**src/hdl/cosu_pkg.sv**
```systemverilog
`timescale 1ns / 1ps
// Shared types and constants of the cosine similarity unit.
// Used by the front, queue and back modules; depends on nothing.
package cosu_pkg;

  localparam int SUM_W     = 48;
  localparam int PROD_W    = 2 * SUM_W;
  localparam int FRAC_W    = 14;
  localparam int R_W       = FRAC_W + 1;
  localparam int SIM_W     = 16;
  localparam int WIDE_W    = 2 * PROD_W - 62;
  localparam int US_SHIFT  = R_W + 1;
  localparam int RHS_SHIFT = 2 * FRAC_W + 2;
  localparam int MUL_CNT_W = $clog2(SUM_W);

  typedef struct packed {
    logic [SUM_W-1:0] dot;
    logic [SUM_W-1:0] first_sq;
    logic [SUM_W-1:0] second_sq;
    logic             overflow;
  } sums_t;

  typedef struct packed {
    logic [SIM_W-1:0] similarity;
    logic             zero_norm;
    logic             overflow;
  } result_t;

endpackage

```
**src/hdl/cosu_back.sv**
```systemverilog
`timescale 1ns / 1ps
// Back end: squares the dot and the norm product by shift and add, then
// finds Q1.14 result bitwise by incremental square compare. Uses cosu_pkg.
module cosu_back import cosu_pkg::*; (
  input  logic    clk,
  input  logic    rst,
  input  logic    q_valid,
  output logic    q_ready,
  input  sums_t   q_entry,
  output logic    out_valid,
  input  logic    out_ready,
  output result_t out_result
);

  typedef enum logic [1:0] {IDLE, MUL, SRCH, DONE} state_t;

  state_t state;

  logic [MUL_CNT_W-1:0] cnt;
  logic [3:0]           k;
  logic                 phase;
  logic                 neg, zero, ovf;
  logic [R_W-1:0]       r;

  logic [SUM_W-1:0]  aa_sh, m_sh;
  logic [PROD_W-1:0] bb_sh, m2_sh, p_acc, d_acc;
  logic [PROD_W-1:0] p_add, d_add;
  logic [SUM_W-1:0]  mag;

  logic signed [WIDE_W-1:0] t, us, ps, rr, cand;
  logic signed [WIDE_W-1:0] wide_p, wide_d, us_upd;
  logic                     cand_ok;

  assign q_ready = state == IDLE;
  assign mag     = q_entry.dot[SUM_W-1] ? SUM_W'(0) - q_entry.dot : q_entry.dot;
  assign p_add   = aa_sh[0] ? p_acc + bb_sh : p_acc;
  assign d_add   = m_sh[0] ? d_acc + m2_sh : d_acc;
  assign wide_p  = WIDE_W'(p_add);
  assign wide_d  = WIDE_W'(d_add);
  assign cand_ok = !r[R_W-1] && (cand <= rr);
  assign us_upd  = cand_ok ? us + (ps <<< 1) : us;

  always_ff @(posedge clk) begin
    if (rst) begin
      state     <= IDLE;
      out_valid <= 1'b0;
    end else begin
      if (out_valid && out_ready && (state != DONE)) begin
        out_valid <= 1'b0;
      end
      unique case (state)
        IDLE: begin
          if (q_valid) begin
            neg   <= q_entry.dot[SUM_W-1];
            ovf   <= q_entry.overflow;
            zero  <= (q_entry.first_sq == '0) || (q_entry.second_sq == '0);
            aa_sh <= q_entry.first_sq;
            bb_sh <= PROD_W'(q_entry.second_sq);
            m_sh  <= mag;
            m2_sh <= PROD_W'(mag);
            p_acc <= '0;
            d_acc <= '0;
            cnt   <= '0;
            r     <= '0;
            k     <= 4'(R_W - 1);
            phase <= 1'b0;
            if ((q_entry.first_sq == '0) || (q_entry.second_sq == '0)) begin
              state <= DONE;
            end else begin
              state <= MUL;
            end
          end
        end
        MUL: begin
          p_acc <= p_add;
          d_acc <= d_add;
          aa_sh <= aa_sh >> 1;
          m_sh  <= m_sh >> 1;
          bb_sh <= bb_sh << 1;
          m2_sh <= m2_sh << 1;
          cnt   <= cnt + MUL_CNT_W'(1);
          if (cnt == MUL_CNT_W'(SUM_W - 1)) begin
            t     <= wide_p;
            us    <= WIDE_W'(0) - (wide_p <<< US_SHIFT);
            ps    <= wide_p <<< RHS_SHIFT;
            rr    <= wide_d <<< RHS_SHIFT;
            state <= SRCH;
          end
        end
        SRCH: begin
          if (!phase) begin
            cand  <= t + us + ps;
            phase <= 1'b1;
          end else begin
            if (cand_ok) begin
              t    <= cand;
              r[k] <= 1'b1;
            end
            us    <= us_upd >>> 1;
            ps    <= ps >>> 2;
            phase <= 1'b0;
            if (k == 4'd0) begin
              state <= DONE;
            end else begin
              k <= k - 4'd1;
            end
          end
        end
        DONE: begin
          if (!out_valid || out_ready) begin
            out_valid             <= 1'b1;
            out_result.zero_norm  <= zero;
            out_result.overflow   <= ovf;
            if (zero) begin
              out_result.similarity <= '0;
            end else if (neg) begin
              out_result.similarity <= SIM_W'(0) - SIM_W'(r);
            end else begin
              out_result.similarity <= SIM_W'(r);
            end
            state <= IDLE;
          end
        end
        default: state <= IDLE;
      endcase
    end
  end

endmodule

```
**config.mk**
```make
export PLATFORM = sky130hd
export DESIGN_NAME = cosu_back
export DESIGN_NICKNAME = d
export VERILOG_FILES = /design/src/hdl/cosu_pkg.sv /design/src/hdl/cosu_back.sv
export SDC_FILE = /design/constraint.sdc
export NUM_CORES = 2
export LEC_CHECK = 0
export BUFFER_PORTS_ARGS = -buffer_cell sky130_fd_sc_hd__buf_2
export CAP_MARGIN = 15
export CORE_MARGIN = 10
export CORE_UTILIZATION = 65
export DETAILED_ROUTE_END_ITERATION = 16
export PLACE_DENSITY = 0.82
export SYNTH_ARGS = -nofsm -noshare
export SYNTH_HDL_FRONTEND = slang
export SYNTH_SLANG_ARGS = --single-unit
```
**constraint.sdc**
```tcl
create_clock -name clk -period 65.8 [get_ports clk]
set_input_delay 6.58 -clock clk [delete_from_list [all_inputs] [get_ports clk]]
set_output_delay 6.58 -clock clk [all_outputs]
set_load 0.01 [all_outputs]
```
======== Yosys cells after proc, flatten, opt, wreduce, memory -nomap -nowiden ========
Cells that the tools add are included.
word-level totals
  output and inout bits ................... 20
  register bits after elaboration ......... 1146
  input bits .............................. 149
operators by class
  mux-type cells .......................... 51
  order comparisons ....................... 3
  add/sub/neg operators ................... 10
  reduce and logical (&&, ||, !) cells .... 28
  equal/unequal tests ..................... 12
  bitwise gates (word level) .............. 5
operators by type and width
  operator                                              number
  2-to-1 mux 130 bit                                    7
  one-hot mux 130 bit (2 select lines)                  3
  one-hot mux 96 bit (2 select lines)                   4
  2-to-1 mux 96 bit                                     5
  adder 130 bit                                         3
  adder 96 bit                                          2
  one-hot mux 48 bit (2 select lines)                   2
  2-to-1 mux 48 bit                                     3
  <= comparator 130 x 127 -> 1 bit                      1
  2-to-1 mux 129 bit                                    1
  subtractor 1 x 112 -> 113 bit (first input constant)  1
  zero test 48 bit                                      2
  2-to-1 mux 15 bit                                     4
  subtractor 1 x 48 -> 48 bit (first input constant)    1
  one-hot mux 15 bit (2 select lines)                   1
  AND reduction 5 bit                                   4
  AND reduction 3 bit                                   6
  inequality test 2 bit (second input constant)         8
  subtractor 1 x 15 -> 16 bit (first input constant)    1
  bitwise OR 15 bit                                     1
  2-to-1 mux 2 bit                                      6
  2-to-1 mux 4 bit                                      3
  one-hot mux 6 bit (2 select lines)                    1
  one-hot mux 2 bit (4 select lines)                    1
  other kinds (21)                                      38

======== Logic depth before layout (Yosys ltp) ========
  depth in word-level cells ............... 8
  mapped depth ............................ 26
  mapped depth without buffers ............ 21

======== Worst setup path before layout ========
No wires, ideal clock.
  path kind ............................... input to register
  start ................................... input rst
  end ..................................... register t[0], enable pin
  cell stages on the path ................. 3
  data arrival time ....................... 51.468 ns
  path buffers ............................ 1
  slack ................................... 13.827 ns
  setup time .............................. 0.505 ns
  cell sequence ........................... clkbuf_1 -> a2111oi_0 -> and2_1
on the way
  longest elaborated chain between the ends .. 2
RTL lines
  item                           line             RTL
  from (decl)                    cosu_back.sv:6   input logic rst,
  NOT 1 bit (no line)            -
  AND reduction 5 bit (no line)  -
  to (signal assigned)           cosu_back.sv:83  t <= wide_p;
  to (signal assigned)           cosu_back.sv:96  t <= cand;
  to (decl)                      cosu_back.sv:30  logic signed [WIDE_W-1:0] t, us, ps, rr, cand;
Every way passes these cells.
A chain may end at the register's enable or synchronous reset.

======== Worst setup path in the final report ========
  start ................................... input q_entry[98] (netlist name)
  end ..................................... register m_sh[45] (data pin)
on the way
  longest elaborated chain between the ends .. 4
RTL lines
  item                                 line             RTL
  from (decl)                          cosu_back.sv:9   input sums_t q_entry,
  subtractor 1 x 48 -> 48 bit          cosu_back.sv:35  assign mag = q_entry.dot[SUM_W-1] ? SUM_W'(0) - q_entry.dot : q_entry.dot;
  2-to-1 mux 48 bit                    cosu_back.sv:35
  2-to-1 mux 48 bit                    cosu_back.sv:53  if (q_valid) begin
  one-hot mux 48 bit (2 select lines)  cosu_back.sv:51  unique case (state)
  to (signal assigned)                 cosu_back.sv:59  m_sh <= mag;
  to (signal assigned)                 cosu_back.sv:78  m_sh <= m_sh >> 1;
  to (decl)                            cosu_back.sv:25  logic [SUM_W-1:0] aa_sh, m_sh;
Every way passes these cells. The select of a mux whose other input is x is not followed.

==> flow_metrics.tcl <==
set metrics [dict create \
    async_flop_share 0 \
    power.net_switching_mw 2.55 \
    synth_edf_count 1138 \
    synth_most_common_cell "edfxtp_1" \
    n_fill_cell 9596 \
    yosysTopAreaCell "edfxtp_1" \
    p_seq_frac 0.254 \
    outcome "complete, no violations" \
    pwr-share-clk 0.143 \
    drv_slew 0 \
    wl_met2_um 116000 \
    syn_nets 9570 \
    core-area_um2 128000 \
    ys_seq_area_frac 0.410 \
    area_delta_synth_final_pct 7.46 \
    final_period_minus_worst_setup_slack_ps 10380 \
    rows 131 \
    synthTopCellsByCount "edfxtp_1, a21oi_1, nor2_1" \
    clock_skew_ps 38.5 \
    avgSynthCellArea_um2 9.57 \
    hold_end "out_result[0]" \
    numCtsBuffers 132 \
    cts_tree "done" \
    hold_viol 0 \
    power_mw 5.29 \
    reg2reg_depth 16 \
    syn_area_um2 83600 \
    worst_hold_path.num_cells 0 \
    ys_ff_latch 1141 \
    timing.rr.start "p_acc[12]" \
    grtUsageTotal 0.371 \
    met1_length_um 110000 \
    synth-main-ff-cell "edfxtp_1" \
    tightest_slew_ps 1410 \
    min-delay-start "ovf" \
    fp.dieH_um 379 \
    root_buffer "clkbuf_16" \
    cts_sinks 1141 \
    synthTopCellsByArea "edfxtp_1, ha_1, a21oi_1" \
    fmax_mhz 96.3 \
    hold_class "reg -> reg" \
    synth_top_area_frac 0.409 \
    gp_congestion 1.06 \
    p_comb_frac 0.603 \
    io_pins 169 \
    p_int_mw 2.74 \
    vias 71200 \
    gr-total-overflow 0 \
    cts_resized 0 \
    grt_pass1_wl_um 409000 \
    r2r_slack_ps 58110 \
    grt_max_degree 240 \
    ctsHoldBuffers 0 \
    swShare 0.481 \
    dp_hpwl_um 211000 \
    syn_inst 8736 \
    irDropWorstVdd_mv 0.0306 \
    wirelength_um 274000 \
    highest_layer "met5" \
    worstSkewPairLatency_ps 780 \
    cp-end-kind "flip-flop" \
    antenna_found_initial 11 \
    ys_warn_count 0 \
    crit_arrival_ps 10870 \
    p_leak_nw 35.6 \
    rsz0062_at_grt "false" \
    maxSlewHeadroom 0.0525 \
    met3_length_um 36100 \
    drt_iter0_drc 9687 \
    critPathMaxFanout 7 \
    drt-vias-per-instance 6.83 \
    ant_nets 0 \
    grt_pass1_vias 66700 \
    numPortBuffers 168 \
    synth_cell_types 107 \
    clk_pin_slew_ps 60 \
    fin_setup_tns_ps 0 \
    setup_violations 0 \
    post_cts_buffers 0 \
    cts.path.max_buffers 3 \
    crit_type "in -> reg" \
    drv_cap 0 \
    htreeDepth 4 \
    start_util 0.654 \
    routedWlPerCell_um 26.3 \
    die_area_um2 143000 \
    r2r-end "us[91]" \
    die_x_um 379 \
    min_period_over_period 0.158 \
    worst_ep_required_time_ps 66280 \
    powerDensity_nw_per_um2 58.9 \
    cp-start-kind "input pin" \
    drc 0 \
    fin_nets 9495 \
    drive_above_1_share 0.0833 \
    drt-pass1-iter-count 9 \
]
[cells in the final DEF, fill, tap and decap left out, types with 190 or more instances in the layout]
| master | count |
|---|---|
| ha_1 | 553 |
| nor2_1 | 764 |
| and2_1 | 340 |
| nand2_1 | 584 |
| a21o_1 | 362 |
| a21oi_1 | 1080 |
| xor2_1 | 190 |
| xnor2_1 | 319 |
| edfxtp_1 | 1138 |
| inv_1 | 507 |
| mux2_2 | 197 |
| o21ai_0 | 394 |
| nand4_1 | 224 |
[critical path, stage by stage]
cell and delay [ps]:
buf_2 100, inv_1 90, nand2_1 90, or4_1 450, or2_2 330, or3_1 400, or4_1 490, or3_1 400
or4_1 470, or3_1 440, or2_2 340, o41ai_1 310, xnor2_1 120, nor2_1 170, a21oi_1 80
[per-layer routing]
layer | vias up | global-route usage
met5 | - | 0
met4 | 14 | 0.137
met3 | 650 | 0.111
met2 | 4336 | 0.540
met1 | 34200 | 0.522
li1 | 31900 | -
[stage by stage]
step                      utilization  hold WS (ps)  cells  worst slack, ps  cell area (um2)
after floorplan                     -           400   8736            13830            83600
after global placement          0.669           437  10200            54830            85400
after detailed placement        0.669           435  10200            54790            85400
after CTS                       0.703           457  10400            55450            89800
after global routing            0.703           459  10400            55200            89800
final                           0.703           456  10400            55420            89800
[power by group through the flow]
stage                     clock network, mW  registers (mW)  logic (mW)
after floorplan                           0            1.40        2.19
after global placement                    0            1.34        2.99
after detailed placement                  0            1.35        3.04
after CTS                             0.755            1.34        3.08
after global routing                  0.781            1.35        3.43
final                                 0.755            1.34        3.19
[state kept, by name, indices dropped and copies added, names as in the netlist, 15 cells and up]
register / cells
ps: 126
out_result: 18
m_sh: 48
t: 130
r: 15
rr: 96
us: 129
bb_sh: 96
p_acc: 96
m2_sh: 96
d_acc: 96
cand: 130
aa_sh: 48
[worst max path at each step]
stage | slack (ps) | start | endpoint
2_1_floorplan | 13830 | rst | t[0]
3_3_place_gp | 54830 | q_entry[98] | m2_sh[45]
3_5_place_dp | 54790 | q_entry[98] | m_sh[45]
4_1_cts | 55450 | q_entry[98] | m_sh[45]
5_1_grt | 55200 | q_entry[97] | m_sh[45]
6_report | 55420 | q_entry[98] | m_sh[45]
[cell type report]
cell class / instances / area, um2 / share of cell area
sequential: 1141 / 34200 / 0.381
multi-input combinational: 6636 / 45800 / 0.510
clock inverter: 78 / 821 / 0.00914
inverter: 510 / 1920 / 0.0213
antenna: 5 / 12.5 / 0.000139
clock buffer: 157 / 3500 / 0.0390
timing repair buffer: 240 / 1430 / 0.0159
tap: 1662 / 2080 / 0.0232
[logic make-up after synthesis]
kind of cell               share of synthesized area
muxes                                         0.0333
buffers and inverters                         0.0435
xor gates and xnor gates                      0.0533
adders and majority gates                      0.114
AOI/OAI and AO/OA                              0.191
and+or+nand+nor                                0.155
DFF                                            0.410
Power figures use the tool's default switching activity.
