**src/hdl/cosu_pkg.sv**
```systemverilog
`timescale 1ns / 1ps
// Shared types and constants of the cosine similarity unit.
// Used by the front, queue and back modules; depends on nothing.
package cosu_pkg;

  localparam int SUM_W     = 48;
  localparam int PROD_W    = 2 * SUM_W;
  localparam int FRAC_W    = 14;
  localparam int R_W       = FRAC_W + 1;
  localparam int SIM_W     = 16;
  localparam int WIDE_W    = 2 * PROD_W - 62;
  localparam int US_SHIFT  = R_W + 1;
  localparam int RHS_SHIFT = 2 * FRAC_W + 2;
  localparam int MUL_CNT_W = $clog2(SUM_W);

  typedef struct packed {
    logic [SUM_W-1:0] dot;
    logic [SUM_W-1:0] first_sq;
    logic [SUM_W-1:0] second_sq;
    logic             overflow;
  } sums_t;

  typedef struct packed {
    logic [SIM_W-1:0] similarity;
    logic             zero_norm;
    logic             overflow;
  } result_t;

endpackage

```
**src/hdl/cosu_front.sv**
```systemverilog
`timescale 1ns / 1ps
// Front end: multiplies each element pair and keeps the three running sums.
// On the last pair it pushes the finished sums into the queue. Uses cosu_pkg.
module cosu_front import cosu_pkg::*; #(
  parameter int MAX_LEN   = 1024,
  parameter int ELEM_BITS = 16
) (
  input  logic                 clk,
  input  logic                 rst,
  input  logic                 in_valid,
  output logic                 in_ready,
  input  logic [ELEM_BITS-1:0] a_value,
  input  logic [ELEM_BITS-1:0] b_value,
  input  logic                 last,
  output logic                 q_valid,
  input  logic                 q_ready,
  output sums_t                q_entry
);

  localparam int PW    = 2 * ELEM_BITS;
  localparam int EXT_W = SUM_W + PW;
  localparam int CNT_W = $clog2(MAX_LEN + 1);

  logic signed [PW-1:0]    ab_prod, aa_prod, bb_prod;
  logic signed [EXT_W-1:0] ab_ext, aa_ext, bb_ext;

  logic             s1_valid;
  logic             s1_last;
  logic [SUM_W-1:0] s1_ab, s1_aa, s1_bb;

  logic [SUM_W-1:0] dot_sum, first_square_sum, second_square_sum;
  logic [SUM_W-1:0] dot_sum_next, first_square_sum_next, second_square_sum_next;
  logic [CNT_W-1:0] element_count;
  logic             length_exceeded, length_exceeded_next;
  logic             room;
  logic             advance;

  assign ab_prod = $signed(a_value) * $signed(b_value);
  assign aa_prod = $signed(a_value) * $signed(a_value);
  assign bb_prod = $signed(b_value) * $signed(b_value);
  assign ab_ext  = EXT_W'(ab_prod);
  assign aa_ext  = EXT_W'(aa_prod);
  assign bb_ext  = EXT_W'(bb_prod);

  assign room    = element_count < CNT_W'(MAX_LEN);
  assign advance = s1_valid && (!s1_last || q_ready);
  assign in_ready = !s1_valid || advance;

  always_comb begin
    dot_sum_next           = dot_sum;
    first_square_sum_next  = first_square_sum;
    second_square_sum_next = second_square_sum;
    length_exceeded_next   = length_exceeded;
    if (room) begin
      dot_sum_next           = dot_sum + s1_ab;
      first_square_sum_next  = first_square_sum + s1_aa;
      second_square_sum_next = second_square_sum + s1_bb;
    end else begin
      length_exceeded_next = 1'b1;
    end
  end

  assign q_valid            = s1_valid && s1_last;
  assign q_entry.dot        = dot_sum_next;
  assign q_entry.first_sq   = first_square_sum_next;
  assign q_entry.second_sq  = second_square_sum_next;
  assign q_entry.overflow   = length_exceeded_next;

  always_ff @(posedge clk) begin
    if (in_valid && in_ready) begin
      s1_last <= last;
      s1_ab   <= ab_ext[SUM_W-1:0];
      s1_aa   <= aa_ext[SUM_W-1:0];
      s1_bb   <= bb_ext[SUM_W-1:0];
    end
    if (rst) begin
      s1_valid          <= 1'b0;
      dot_sum           <= '0;
      first_square_sum  <= '0;
      second_square_sum <= '0;
      element_count     <= '0;
      length_exceeded   <= 1'b0;
    end else begin
      if (in_ready) begin
        s1_valid <= in_valid;
      end
      if (advance) begin
        if (s1_last) begin
          dot_sum           <= '0;
          first_square_sum  <= '0;
          second_square_sum <= '0;
          element_count     <= '0;
          length_exceeded   <= 1'b0;
        end else begin
          dot_sum           <= dot_sum_next;
          first_square_sum  <= first_square_sum_next;
          second_square_sum <= second_square_sum_next;
          length_exceeded   <= length_exceeded_next;
          if (room) begin
            element_count <= element_count + CNT_W'(1);
          end
        end
      end
    end
  end

endmodule

```
**config.mk**
```make
export PLATFORM = sky130hd
export DESIGN_NAME = cosu_front
export DESIGN_NICKNAME = d
export VERILOG_FILES = /design/src/hdl/cosu_pkg.sv /design/src/hdl/cosu_front.sv
export SDC_FILE = /design/constraint.sdc
export NUM_CORES = 2
export LEC_CHECK = 0
export BUFFER_PORTS_ARGS = -buffer_cell sky130_fd_sc_hd__buf_4
export CELL_PAD_IN_SITES_DETAIL_PLACEMENT = 1
export CELL_PAD_IN_SITES_GLOBAL_PLACEMENT = 2
export CORE_MARGIN = 4
export CORE_UTILIZATION = 44
export DETAILED_ROUTE_END_ITERATION = 8
export MAX_ROUTING_LAYER = met4
export PLACE_DENSITY_LB_ADDON = 0.12
export SYNTH_ARGS = -nofsm -noshare
export SYNTH_HDL_FRONTEND = slang
export SYNTH_SLANG_ARGS = --single-unit
```
**constraint.sdc**
```tcl
create_clock -name clk -period 21.5 [get_ports clk]
set_clock_uncertainty 0.2 [all_clocks]
set_input_delay 4.3 -clock clk [delete_from_list [all_inputs] [get_ports clk]]
set_output_delay 4.3 -clock clk [all_outputs]
set_load 0.005 [all_outputs]
```
# Word-level counts from Yosys, hierarchy flattened
# Index checks and enable logic that the tools add are counted.
[classes]
n_addsub = 4
mul = 3
order_cmp = 1
n_mux = 10
reduce_logical = 9
[op_table]
columns = ["op", "n"]
rows = [
  ["$mux W48", 6],
  ["$add A48 B48 Y48", 3],
  ["$mul A16 B16 Y32", 3],
  ["$mux W11", 2],
  ["$add A11 B1 Y11 const B", 1],
  ["$lt A11 B11 Y1 const B", 1],
  ["$logic_and A1 B1 Y1", 3],
  ["$logic_not A1 Y1", 2],
  ["$logic_or A1 B1 Y1", 2],
  ["$mux W1", 2],
  ["$reduce_and A2 Y1", 1],
  ["$reduce_bool A2 Y1", 1],
]
[word_totals]
ff_bits = 254
output_inout_bits = 147

# Longest topological paths before layout
[logic_depth]
word_depth = 5
ltp_mapped = 28
depth_no_buf = 26

# Worst setup path before layout
# Ideal clock, no wire load.
[synth_timing]
path_type = "in2reg"
startpoint = "input port b_value[15]"
endpoint = "register s1_bb[30], data pin"
t_arrival_ns = 10.211
t_required_ns = 21.042
path_slack_ns = 10.831
path_stages = 20
path_cell_list = "clkbuf_1 clkinv_1 nor2_1 fa_1 fa_1 fa_1 fa_1 fa_1 inv_1 fa_1 inv_1 ha_1 clkbuf_1 and4_1 nand4_1 o311ai_0 a211o_1 a21o_1 a21oi_1 xnor2_1"
[synth_via]
elab_chain_len = 1
[synth_rtl]
columns = ["element", "line", "rtl"]
rows = [
  ["start, declared", "cosu_front.sv:13", "input logic [ELEM_BITS-1:0] b_value,"],
  ["$mul A16 B16 Y32", "cosu_front.sv:40", "assign bb_prod = $signed(b_value) * $signed(b_value);"],
  ["net bb_prod[30]", "cosu_front.sv:24", "logic signed [PW-1:0] ab_prod, aa_prod, bb_prod;"],
  ["end signal, assigned", "cosu_front.sv:74", "s1_bb <= bb_ext[SUM_W-1:0];"],
  ["end, declared", "cosu_front.sv:29", "logic [SUM_W-1:0] s1_ab, s1_aa, s1_bb;"],
]
# The timed path passes the listed nets, and every way through them passes these cells.
# A chain may end at the register's enable or synchronous reset.

# Worst setup path in the final report
[layout_timing]
startpoint = "input port b_value[15]"
endpoint = "register, netlist name s1_bb[31]"
[layout_via]
elab_chain_len = 1
[layout_rtl]
columns = ["element", "line"]
rows = [
  ["$mul A16 B16 Y32", "cosu_front.sv:40"],
  ["net bb_prod[31]", "cosu_front.sv:24"],
]
# The timed path passes the listed nets, and every way through them passes these cells.

==> summary.md <==
| Metric | Value |
|---|---|
| Fmax | 0.0880 GHz |
| Number of buffers created by CTS | 35 |
| DR vias/cell | 5.36 |
| Seq. cell area | 6000 um^2 |
| Multi-input logic area | 34000 um^2 |
| Sequential area share after synthesis | 0.135 |
| Final cell count without fillers | 6409 |
| Syn nets | 6236 |
| CTS Root Cell | clkbuf_16 |
| Dpl hpwl | 104000 um |
| Max-Slew Margin vs Limit | 0.240 |
| Clock sink total | 252 |
| Clock Tree Buf Depth | 3 |
| # IOs | 184 |
| Shortest period the worst path allows | 11.36 ns |
| Placed Instances | 6341 |
| Layout cells sized above 1 | 0.0666 |
| Die X | 326 um |
| Total negative slack | 0 ns |
| Post-CTS Setup Bufs | 0 |
| GRT Total Usage | 0.260 |
| MaxCap Viol Count | 0 |
| Detailed Route WL | 132000 um |
| Synth Warn # | 0 |
| Initial antenna violation count | 10 |
| CP Class | input port to flop |
| Least-Margin Pin Slew | 1.13 ns |
| Core Util, Final | 0.479 |
| Largest net degree at the start of global routing | 105 |
| Hold Crit Depth | 1 |
| Element type at the critical path start | input port |
| Total number of vias | 34370 |
| Critical path's top delay family | adder cells |
| Initial DRT Pass Iterations | 5 |
| Gpl congestion | 0.860 |
| IO Port Bufs | 183 |
| Total core area | 100000 um^2 |
| Worst reg2reg path startpoint | s1_aa[3]$_DFFE_PP_ |
| Fillers | 11820 |
| Final setup violation count | 0 |
| PostCTS Resize Cnt | 0 |
| Number of global-route vias before repair | 37807 |
| Synth async-reset ratio | 0 |
| DRT iter0 DRCs | 1720 |
| Drt drc | 0 |
| Clk_lat worst skew | 0.56 ns |
| Clock transition at path regs | 0.06 ns |
| CTS tree | yes |
| Gate Count Post-Synth | 5058 |
| FF+latch count, synth | 252 |
| Area grow syn2layout | 8.01% |
| Critical path buffer and inverter count | 5 |
| Final nets | 6258 |
| Reg2Reg Depth | 12 |
| Worst-path cell chain | buf_4, clkinv_1, buf_4, nor2_1, fa_1, fa_1, fa_1, fa_1, fa_1, inv_1, fa_1, inv_1, ha_1, a21o_1, a21oi_1, o21ai_0, a21oi_1, o31ai_1, o31a_1, o21ai_0, a21oi_1, a31oi_1 |
| Gr ovfl total | 0 |
| RSZ-0062 raised after global routing | no |
| Final period util | 0.528 |
| Cell area after synthesis | 44400 um^2 |
| EDFF count, synth | 95 |
| Slew Limit Fails | 0 |
| Hold WC Path Type | flop to flop |
| Initial core utilization | 0.443 |
| Die area | 106000 um^2 |
| Routed Antenna Nets | 0 |
| Distinct cells, synth | 72 |
| First-pass GRT wire length | 211000 um |
| Min-delay src | length_exceeded$_SDFFE_PP0P_ |
| Synth Flop Type | dfxtp_1 |
| R2r endpoint | first_square_sum[43]$_SDFFE_PP0P_ |
| Flop2flop setup slack | 16.95 ns |
| Outcome | finished clean |
| Syn_area_per_cell | 8.77 um^2 |
| Most common cell on crit path | fa_1 |
| Rows | 116 |
| # hold bufs at CTS | 0 |
| Slowest stage delay, CP | 0.93 ns |
| Worst setup EP type | flop |
| Hold Path Sink | length_exceeded$_SDFFE_PP0P_ |
| Die Height | 326 um |
| Crit path required time | 21.64 ns |
| Drt wl/cell | 20.6 um |
| Crit path max fanout | 20 |
| Endpoints failing hold | 0 |
| Slowest CP cell | fa_1 |
| H-tree lvl count | 2 |
| Worst EP arrival | 11.50 ns |
[area by class of cell]
type / instances / area share
Clock buffer: 47 / 0.0218
Sequential cell: 252 / 0.125
Clock inverter: 15 / 0.00248
Multi-Input combinational cell: 3633 / 0.710
Antenna cell: 6 / 0.000313
Timing Repair Buffer: 202 / 0.0316
Inverter: 956 / 0.0749
Tap cell: 1298 / 0.0339
[sequential cells by signal (all words and copies together), names as in the netlist]
register	flops
dot_sum	48
element_count	11
first_square_sum	48
length_exceeded	1
s1_aa	31
s1_ab	32
s1_bb	31
s1_last	1
s1_valid	1
second_square_sum	48
[routing by layer]
layer / GRT usage / vias up / part of all wire
li1: - / 16162 / -
met1: 0.337 / 17388 / 0.45
met2: 0.432 / 662 / 0.48
met3: 0.0388 / 158 / 0.046
met4: 0.0612 / 0 / 0.024
met5: - / - / 0
[metrics by stage]
| stage | instance area, um^2 | setup slack [ns] | hold WS (ns) |
|---|---|---|---|
| after floorplan | 44400 | 10.83 | 0.233 |
| after global placement | 46800 | 9.77 | 0.243 |
| after detailed placement | 46800 | 9.58 | 0.258 |
| after CTS | 47900 | 10.17 | 0.272 |
| after global routing | 47900 | 9.73 | 0.302 |
| final | 47900 | 10.14 | 0.268 |
[cell usage in the layout (no fill, tap or decap), drive strengths merged, types with 13 or more instances in the layout]
master / n
inv: 950
clkinv: 18
a21oi: 229
a211oi: 17
o31ai: 14
dfxtp: 157
mux2: 33
and3: 28
buf: 202
nand2: 564
clkbuf: 47
nor2: 303
o21bai: 27
nand2b: 23
a31oi: 25
edfxtp: 95
nor3: 34
a21o: 131
o21a: 27
xnor2: 172
nand4: 32
o21ai: 276
xor2: 94
nand3: 48
and2: 153
ha: 412
or3: 13
a31o: 14
fa: 729
a22oi: 77
nor2b: 30
[how the worst max path moves through the flow]
stage	slack [ns]	startpoint	end	depth (start not counted)
finish	10.14	b_value[15]	s1_bb[31]$_DFFE_PP_	22
global route	9.73	b_value[15]	s1_bb[31]$_DFFE_PP_	22
detailed placement	9.58	b_value[15]	s1_bb[30]$_DFFE_PP_	20
global placement	9.77	b_value[15]	s1_bb[30]$_DFFE_PP_	20
CTS	10.17	b_value[15]	s1_bb[31]$_DFFE_PP_	22
floorplan	10.83	b_value[15]	s1_bb[30]$_DFFE_PP_	20
[Yosys cell counts, drive strengths merged, types with 6 or more instances]
cell    instances  share of area
inv           947          0.080
fa            729           0.33
nand2         564          0.048
ha            412           0.12
nor2          303          0.026
o21ai         276          0.031
a21oi         229          0.026
clkbuf        202          0.017
xnor2         172          0.034
dfxtp         157          0.071
and2          153          0.022
a21o          131          0.022
edfxtp         95          0.064
xor2           94          0.019
a22oi          77          0.013
nand3          48         0.0054
nor3           34         0.0038
mux2           33         0.0084
nand4          32         0.0045
nor2b          30         0.0042
and3           28         0.0039
o21a           27         0.0046
o21bai         27         0.0046
a31oi          25         0.0035
nand2b         23         0.0032
a211oi         17         0.0029
buf            15         0.0014
a31o           14         0.0028
o31ai          14         0.0024
or3            13         0.0019
or2            12         0.0017
a22o           11         0.0022
clkinv          9        0.00076
a41oi           8         0.0016
and4            8         0.0016
o211ai          8         0.0014
nor4            7        0.00099
o221ai          6         0.0012
o311ai          6         0.0012
[worst register-to-register path, stage by stage (launching register included)]
cell and delay, ns:
edfxtp_1 0.39, ha_1 0.34, o21a_1 0.16, a2bb2oi_1 0.33, a31oi_1 0.24, o31ai_1 0.57
a41oi_1 0.32, o221ai_1 0.59, a21oi_1 0.27, o21ai_0 0.46, a21oi_1 0.16, xor2_1 0.22
o21ai_0 0.13
[logic make-up after synthesis]
logic type,synth area share
DFF,0.135
adders and majority gates,0.445
xor gates and xnor gates,0.0525
and+or+nand+nor,0.128
AOI/OAI and AO/OA,0.130
muxes,0.00950
buffers and inverters,0.0993
Power is left out: the tool's default activity adds up to more than one toggle a clock period on the data nets, which glitch-free logic cannot reach.
