==> src/hdl/cosu_pkg.sv <==
`timescale 1ns / 1ps
// Shared types and constants of the cosine similarity unit.
// Used by the front, queue and back modules; depends on nothing.
package cosu_pkg;

  localparam int SUM_W     = 48;
  localparam int PROD_W    = 2 * SUM_W;
  localparam int FRAC_W    = 14;
  localparam int R_W       = FRAC_W + 1;
  localparam int SIM_W     = 16;
  localparam int WIDE_W    = 2 * PROD_W - 62;
  localparam int US_SHIFT  = R_W + 1;
  localparam int RHS_SHIFT = 2 * FRAC_W + 2;
  localparam int MUL_CNT_W = $clog2(SUM_W);

  typedef struct packed {
    logic [SUM_W-1:0] dot;
    logic [SUM_W-1:0] first_sq;
    logic [SUM_W-1:0] second_sq;
    logic             overflow;
  } sums_t;

  typedef struct packed {
    logic [SIM_W-1:0] similarity;
    logic             zero_norm;
    logic             overflow;
  } result_t;

endpackage

==> src/hdl/cosu_queue.sv <==
`timescale 1ns / 1ps
// Two-entry queue of finished sums between the front and the back end.
// Uses cosu_pkg for the entry type.
module cosu_queue import cosu_pkg::*; (
  input  logic  clk,
  input  logic  rst,
  input  logic  in_valid,
  output logic  in_ready,
  input  sums_t in_entry,
  output logic  out_valid,
  input  logic  out_ready,
  output sums_t out_entry
);

  sums_t      slots [2];
  logic       wp, rp;
  logic [1:0] fill;
  logic       push, pop;

  assign in_ready  = fill != 2'd2;
  assign out_valid = fill != 2'd0;
  assign out_entry = slots[rp];
  assign push      = in_valid && in_ready;
  assign pop       = out_valid && out_ready;

  always_ff @(posedge clk) begin
    if (push) begin
      slots[wp] <= in_entry;
    end
    if (rst) begin
      wp   <= 1'b0;
      rp   <= 1'b0;
      fill <= 2'd0;
    end else begin
      if (push) begin
        wp <= !wp;
      end
      if (pop) begin
        rp <= !rp;
      end
      if (push && !pop) begin
        fill <= fill + 2'd1;
      end else if (pop && !push) begin
        fill <= fill - 2'd1;
      end
    end
  end

endmodule

==> config.mk <==
export PLATFORM = sky130hd
export DESIGN_NAME = cosu_queue
export DESIGN_NICKNAME = d
export VERILOG_FILES = /design/src/hdl/cosu_pkg.sv /design/src/hdl/cosu_queue.sv
export SDC_FILE = /design/constraint.sdc
export NUM_CORES = 1
export LEC_CHECK = 0
export ABC_AREA = 1
export BUFFER_PORTS_ARGS = -buffer_cell sky130_fd_sc_hd__buf_2
export CORE_MARGIN = 3
export CORE_UTILIZATION = 55
export CTS_BUF_LIST = sky130_fd_sc_hd__clkbuf_8
export DETAILED_ROUTE_END_ITERATION = 16
export GPL_TIMING_DRIVEN = 0
export HOLD_SLACK_MARGIN = 0.05
export PLACE_DENSITY = 0.89
export SLEW_MARGIN = 20
export SYNTH_ARGS = -nofsm -noshare
export SYNTH_HDL_FRONTEND = slang
export SYNTH_SLANG_ARGS = --single-unit
==> constraint.sdc <==
create_clock -name clk -period 11.4 [get_ports clk]
set_input_delay 1.14 -clock clk [delete_from_list [all_inputs] [get_ports clk]]
set_output_delay 1.14 -clock clk [all_outputs]
set_load 0.03 [all_outputs]
# Word level (Yosys, flattened, before mapping)

Memory sizes are Yosys's and may differ from the RTL's. A register that Yosys moved wholly into a read port is not among the register bits.
Cells that the tools add are included.

Add/sub/neg operators: 2
Equal/unequal tests: 1
Mux-type cells: 6
Reduce and logical (&&, ||, !) cells: 10

Operator list:

| cell                  | count |
|---|---|
| $logic_and A1 B1 Y1   | 4 |
| $logic_not A1 Y1      | 4 |
| $mux W1               | 4 |
| $mux W2               | 2 |
| $reduce_bool A2 Y1    | 2 |
| $add A2 B1 Y2 const B | 1 |
| $ne A2 B2 Y1 const B  | 1 |
| $sub A2 B1 Y2 const B | 1 |

Register bits after elaboration: 4
Bits in writable memories: 290
Input bits: 149
Output and inout port bits: 147
Memories: 1

Memories:

| name  | words | width | rd ports | clocked after memory_dff | wr ports | line             | text |
|---|---|---|---|---|---|---|---|
| slots | 2     | 145   | 1        | 1                        | 1        | cosu_queue.sv:15 | `sums_t slots [2];` |

# Longest topological paths before layout

Gate-level depths: netlist of run 1.

Word-level depth: 6
Gate-level depth with buffers: 11
Mapped depth without buffers: 11

# Least setup slack after synthesis of run 1

OpenSTA, ideal clock, no wires.

Kind: input-to-reg
Start point: in in_valid
End point: mem slots[0][0] in the netlist's numbering (enable)
Library setup time: 0.652 ns
Arrival time: 7.264 ns
Setup slack: 3.484 ns
Stages on the path: 2
Cell sequence: nand2_1 > nor2_1

Longest elaborated chain between the ends: 3

Ends and longest elaborated chain:

| element                       | line             | text |
|---|---|---|
| start, declared               | cosu_queue.sv:7  | `input logic in_valid,` |
| $logic_and A1 B1 Y1           | cosu_queue.sv:23 | `assign push = in_valid && in_ready;` |
| $mux W1                       | cosu_queue.sv:27 | `if (push) begin` |
| $mux W1 (not written as such) | cosu_queue.sv:28 | `slots[wp] <= in_entry;` |
| end, declared                 | cosu_queue.sv:15 |  |

No other way between the ends.

==> results of run 1 <==
## through the flow
step	area, um^2	util
3_5_place_dp	13000	0.681
3_3_place_gp	12700	0.665
6_report	13800	0.723
4_1_cts	13800	0.723
5_1_grt	13800	0.723
2_1_floorplan	10900	-
## worst max-delay path, stage by stage, from the launching register on
cell	delay, ps
dfxtp_1	320
buf_6	160
buf_6	190
buf_6	200
mux2_4	320
buf_2	190
## Yosys cell counts
library cell  count
nor2_1            7
nand2_1           9
ha_1              1
nand3_1           2
a21oi_1           2
edfxtp_1        290
o21ai_0           2
buf_6             7
dfxtp_1           5
mux2_4           50
buf_2             9
inv_1             8
nand4_1           1
mux2_2           95
## path summary, 6_finish.rpt
path	to	from	slack, ps
min	flop	rp$_SDFFE_PP0P_	500
max reg2reg	slots[0][85]$_DFFE_PP_	fill[0]$_SDFFE_PP0P_	9180
min reg2reg	flop	rp$_SDFFE_PP0P_	500
max	out_entry[89]	flop	8350
## metal layers
layer	track usage	vias up	share of wire
li1	-	2652	-
met1	0.229	2795	0.36
met2	0.356	264	0.52
met3	0.0685	65	0.092
met4	0.0800	6	0.030
met5	0	-	0.0017
## cell type report
class	count	area share
Buffer	16	0.00898
Multi-Input combinational cell	169	0.141
Clock buffer	49	0.0489
Timing Repair Buffer	307	0.128
Tap cell	260	0.0236
Antenna cell	2	0.000363
Clock inverter	29	0.00871
Sequential cell	295	0.639
Inverter	8	0.00218
## cells by family (layout without fill, tap and decap cells)
| logic type | after synthesis | in the layout | synth area share |
|---|---|---|---|
| other | 0 | 2 | 0 |
| buffers and inverters | 24 | 409 | 0.0141 |
| multiplexers | 145 | 145 | 0.167 |
| adder cells (fa/ha/maj) | 1 | 1 | 0.00115 |
| AO/OA/AOI/OAI | 4 | 4 | 0.00184 |
| flip-flops | 295 | 295 | 0.809 |
| AND/OR/NAND/NOR | 19 | 19 | 0.00701 |
## state kept, by name, summed over array words and instances, names as in the netlist, named ones only
name / cells
fill: 2
rp: 1
slots: 290
wp: 1
## power by group through the flow
stage / Clock [uW] / Sequential (uW) / Combinational (uW)
2_1_floorplan: 0 / 1450 / 680
3_3_place_gp: 0 / 1480 / 915
3_5_place_dp: 0 / 1430 / 985
4_1_cts: 786 / 1410 / 990
5_1_grt: 836 / 1420 / 1030
6_report: 763 / 1410 / 979
==> metrics.txt, run 1 <==
outcome finished, final reports clean; starting density of the core 0.571; number of global-route vias before repair 6,271; Crit Path Max Fanout 10; Relative slew margins 0.602; register area 8810 um^2; worst vdd ir approximately 160 uV; top post-synthesis cells by area edfxtp_1 80%, mux2_2 9.8%, mux2_4 6.9%; initial antenna violation count 5; Post-Synthesis Cells 488; Die Ht 147 um; Yosys reg bits between 200 and 300; Synthesized Nets between 600 and 700; fmax 0.328 GHz; commonest non-fill, non-tap cell in the layout buf_2; DRC 0; top-area cell type share of the netlist area 0.800; max-slew violation count 0; die area 21,500 um^2; Setup crit end kind primary output; multi-input logic area 1940 um^2; power share of the combinational group 0.311; input/output buffers 295; worst endpoint required time 10,260 ps; share of cells above drive strength 1 0.603; Warnings, synthesis 0; routed wire length around 22,000 um; clock buffer depth 3; CTS Buf Count 46; Final Hold Fails 0; die width 147 um; Syn Area/Cell roughly 22 um^2; maxcap violations 0; Worst Max-Slew Pin Slew 596 ps; largest net degree at the start of global routing 28; clk_lat worst skew about 530 ps; pwr dens 228 nW/um^2; clock root buffer master clkbuf_8; Final #Nets 993; # setup viols final 0; Hold WC Path Type flop to flop; Post-Syn Area about 11,000 um^2; clk sinks 295; Sw Ratio 0.325; gr usage total 0.203; Tmin final 3050 ps; Worst EP arrival 1910 ps; Max Clock Skew 13.2 ps; cell internal pwr around 2100 uW; drt via density about 5.1; final-layout fill cell count ~1,100; Placed Instances 1,055; pre-CTS WS 8490 ps; Pre-antenna DRT Iters 4; initial DRC count about 270; setup repair bufs after CTS 0; antenna viol nets, final 0; clock share of power 0.242; global-route wire length before repair 34,000 um; Final WS setup approximately 8400 ps; register area share after synthesis 0.809; Vias just under 6,000; grt ovf 0; worst hold slack between 500 and 600 ps; post-synth top area cell edfxtp_1; DR WL/cell 19.5 um; post-CTS sizing 0; Crit Path Class flop to primary output; clock input transition at the sequential cells of the worst setup and hold paths about 60 ps; HPWL Detailed 15,800 um; setup_tns 0 ps; hold_buf cts 0; CTS tree built; Sequential Power Share 0.447; core area 19,100 um^2; Syn-to-layout area delta 26.6%; hold path depth 2; num ports 296; RSZ-0062 raised after global routing no; fin crit share 0.267; startpoint types flop; r2r worst-path depth 7; Lkg Pwr 0.00538 uW; total power 3150 uW; CTS H-Tree Depth 2; final non-filler cell total roughly 1,100; synth unique cells 14; placement row count 50; GPL Wtd Cong 0.743; commonest non-fill, non-tap cells in the layout 304 x buf_2, 290 x edfxtp_1, 95 x mux2_2; Sw Pwr between 1000 and 1500 uW
(Power assumes the default switching activity.)
==> run 2: changes to the inputs <==
CORE_UTILIZATION = 49   (was 55)
PLACE_DENSITY = 0.84   (was 0.89)
clock period = 2.68 ns   (was 11.4 ns; I/O delays follow)
==> metrics.txt, run 2 (synthesis gave the netlist of run 1 again) <==
fmax about 0.45 GHz; fin crit share 0.828; initial DRC count roughly 330; setup_tns 0 ps; num ports between 200 and 300; worst endpoint required time 2410 ps; # setup viols final 0; commonest non-fill, non-tap cells in the layout 304 x buf_2, 290 x edfxtp_1, 147 x dlygate4sd3_1; post-CTS sizing 0; die area 24,100 um^2; Relative slew margins 0.534; Final Hold Fails 0; Max Clock Skew 28.2 ps; number of global-route vias before repair 7,285; clk_lat worst skew 550 ps; DR WL/cell 19.5 um; input/output buffers roughly 300; HPWL Detailed ~15,000 um; power share of the combinational group 0.314; core area 21,400 um^2; hold_buf cts about 150; GPL Wtd Cong 0.750; worst vdd ir 820 uV; Worst EP arrival approximately 2000 ps; DRC 0; Top Registers slots (290), fill (2); Tmin final between 2000 and 2500 ps; Sequential Power Share 0.429; final non-filler cell total 1,303; Worst path slowest cell dfxtp_1; grt ovf 0; Syn-to-layout area delta 41.2%; Sw Ratio 0.327; clock input transition at the sequential cells of the worst setup and hold paths approximately 70 ps; placement row count 53; Placed Instances ~1,100; R2R setup slack 780 ps; Vias 6,459; Worst Max-Slew Pin Slew around 700 ps; clock share of power 0.257; routed wire length 25,400 um; Lkg Pwr 0.00603 uW; pwr dens 909 nW/um^2; worst path cell trace buf_6, buf_6, buf_6, mux2_4, buf_2; Crit Path Max Fanout 10; commonest non-fill, non-tap cell in the layout buf_2; Hold WC Path Type input port to flop; Sw Pwr 4570 uW; starting density of the core 0.508; Final #Nets 1,140; largest net degree at the start of global routing 28; max-slew violation count 0; Die Ht 155 um; CTS H-Tree Depth 2; clock buffer depth 3; clock root buffer master clkbuf_8; gr usage total 0.209; most used cell, CP buf_6; CTS Buf Count 46; outcome finished, final reports clean; CP peak stage delay approximately 320 ps; startpoint types flop; max reg flops 290; cell internal pwr between 9000 and 10,000 uW; largest reg by FF count slots; share of cells above drive strength 1 0.516; setup repair bufs after CTS 0; drt via density 4.96; antenna viol nets, final 0; clk sinks 295; CTS tree built; Setup crit end kind primary output; Pre-antenna DRT Iters 4; Crit Path Class flop to primary output; maxcap violations 0; initial antenna violation count 1; die width 155 um; RSZ-0062 raised after global routing no; global-route wire length before repair 39,200 um
-- run 2: layer usage --
layer  up-vias  wire [um]  share of wire  GRT usage
met3        52       2060          0.081     0.0579
met1      3143       9470           0.37      0.245
met5         -          0              0          0
met2       317      13200           0.52      0.370
met4         0        695          0.027     0.0740
li1       2947          -              -          -
-- run 2: path summary, 6_finish.rpt --
check                           end                  from  cells past startpoint
max                  out_entry[106]                  flop                      5
min                 wp$_SDFFE_PP0P_              in_valid                      4
max reg2reg  slots[0][75]$_DFFE_PP_  fill[0]$_SDFFE_PP0P_                      6
min reg2reg         wp$_SDFFE_PP0P_       wp$_SDFFE_PP0P_                      2
-- run 2: power by group through the flow --
stage          Sequential (uW)  Clock, uW  Combinational, uW
6_report                  6000       3590               4390
5_1_grt                   6050       3920               4610
4_1_cts                   5980       3630               4390
3_5_place_dp              6080          0               4200
3_3_place_gp              6110          0               3940
2_1_floorplan             6070          0               2910
-- run 2: stage by stage --
| stage | util | total power [uW] | instance area, um^2 | hold slack, ps | setup WS, ps |
|---|---|---|---|---|---|
| after global routing | 0.718 | 14600 | 15400 | 136 | 349 |
| final | 0.718 | 14000 | 15400 | 135 | 461 |
| after global placement | 0.595 | 10100 | 12700 | 455 | -1530 |
| after detailed placement | 0.608 | 10300 | 13000 | 459 | 782 |
| after floorplan | - | 8980 | 10900 | 367 | -474 |
| after CTS | 0.718 | 14000 | 15400 | 82.1 | 411 |
-- run 2: final cells by class --
type / instances / area, um^2
antenna: 1 / 2.50
buffer: 16 / 124
clock buffer: 49 / 674
clock inverter: 36 / 203
fill: 1265 / 6040
inverter: 8 / 30.0
multi-input combinational: 169 / 1960
sequential: 295 / 8810
tap: 275 / 344
timing repair buffer: 454 / 3230
-- run 2: worst max-delay path, delay by kind of cell (launching register included) --
kind / cells / cell delay (ps)
mux: 1 / 310
buf+inv: 4 / 760
flops: 1 / 320
==> run 3: changes to the inputs <==
clock period = 1.9 ns   (was 2.68 ns; I/O delays follow)
==> metrics.txt, run 3 (synthesis gave the netlist of run 1 again) <==
outcome complete, but fails checks; violations in the final reports setup timing; CTS H-Tree Depth 2; starting density of the core 0.508; Tmin final 2060 ps; clk_lat worst skew 560 ps; Crit Path Class flop to primary output; commonest non-fill, non-tap cells in the layout 290 x edfxtp_1, 160 x buf_2, 148 x dlygate4sd3_1; number of global-route vias before repair 7,524; Lkg Pwr 0.00668 uW; maxcap violations 0; Syn-to-layout area delta 55.3%; final cell utilization of the core 0.790; Setup crit end kind primary output; HPWL Detailed 15,400 um; drt via density between 5 and 6; startpoint types flop; # setup viols final 142; Die Ht 155 um; final-layout fill cell count 1,057; global-route wire length before repair 43,200 um; GPL Wtd Cong 0.750; Pre-antenna DRT Iters 4; clock input transition at the sequential cells of the worst setup and hold paths 70 ps; worst vdd ir a little under 1000 uV; initial antenna violation count 3; register area around 9000 um^2; pwr dens 1310 nW/um^2; antenna viol nets, final 0; Worst EP arrival between 1500 and 2000 ps; max-slew violation count 0; input/output buffers between 200 and 300; share of cells above drive strength 1 0.526; Max Clock Skew 31.8 ps; Final WS setup -157 ps; Relative slew margins 0.745; CTS tree built; Final #Nets 1,161; placement row count 53; DR WL/cell about 23 um; clock buffer depth 3; Vias approximately 7,000; routed wire length between 30,000 and 40,000 um; grt ovf 0; gr usage total 0.236; setup_tns -14,780 ps; num ports 296; die width about 160 um; multi-input logic area 2110 um^2; commonest non-fill, non-tap cell in the layout edfxtp_1; largest reg by FF count slots; fin crit share 1.08; initial DRC count 417; Top Registers slots (290), fill (2); clock root buffer master clkbuf_8; Final Hold Fails 0; max reg flops 290; DRC 0; CTS Buf Count 46; RSZ-0062 raised after global routing yes; die area 24,100 um^2; clk sinks 295; fmax 0.486 GHz; largest net degree at the start of global routing 28; core area 21,400 um^2; Worst Max-Slew Pin Slew 382 ps; Crit Path Max Fanout 5; worst endpoint required time 1710 ps; Hold WC Path Type input port to flop
## run 3: cell count changes in the layout (fill, tap and decap cells not counted), moves of 8 or more
cell       delta
buf_4        +18
buf_6       +118
buf_12       +16
buf_2       -144
clkbuf_16     +8
mux2_2       -41
mux2_4       +41
## run 3: worst max-delay path, stage by stage, from the launching register on
cell	delay [ps]
dfxtp_4	360
buf_12	140
buf_12	140
buf_16	130
buf_12	120
mux2_4	290
buf_6	140
## run 3: final cells by class
type                       instances  area share
sequential                       295       0.521
buffer                            16      0.0181
tap                              275      0.0203
multi-input combinational        169       0.125
clock inverter                    36      0.0120
timing repair buffer             475       0.261
inverter                           8     0.00178
antenna                            3    0.000444
clock buffer                      49      0.0399
## run 3: repair_timing
action / in CTS / in global routing
hold buffers: 148 / 0
pin swaps: 1 / 0
resized for setup: 306 / 56
setup buffers: 7 / 2
cloned: 3 / 8
setup endpoints to repair: 190 / 145
endpoints found under the hold margin: 295 / 0
## run 3: routing by layer
metal,GRT usage,part of all wire
met1,0.274,0.35
met2,0.422,0.54
met3,0.0637,0.080
met4,0.0875,0.028
met5,0,0
## run 3: final timing paths
kind,startpoint,endpoint,slack [ps],cells past startpoint
worst max-delay path,flop,out_entry[137],-160,6
worst min-delay path,in_entry[41],slots[1][41]$_DFFE_PP_,370,2
worst max register to register,fill[0]$_SDFFE_PP0P_,slots[1][141]$_DFFE_PP_,200,6
worst min register to register,wp$_SDFFE_PP0P_,wp$_SDFFE_PP0P_,540,2
## run 3: report_power, final
group | leakage [uW] | internal (uW) | switching [uW]
Combinational | 0.00344 | 4080 | 4340
Sequential | 0.00275 | 8230 | 301
Clock | 0.000495 | 2670 | 2480
## run 3: through the flow
stage                     power (uW)  hold slack [ps]  cell area (um^2)  worst slack, ps  instances
after floorplan                12700              289             10900            -1250        488
after global placement         14200              377             12700            -2310       1058
after detailed placement       14500              381             13000             2.11       1070
after CTS                      21400              340             16500             -166       1313
after global routing           22900              340             16900             -202       1326
final                          22100              369             16900             -157       1326
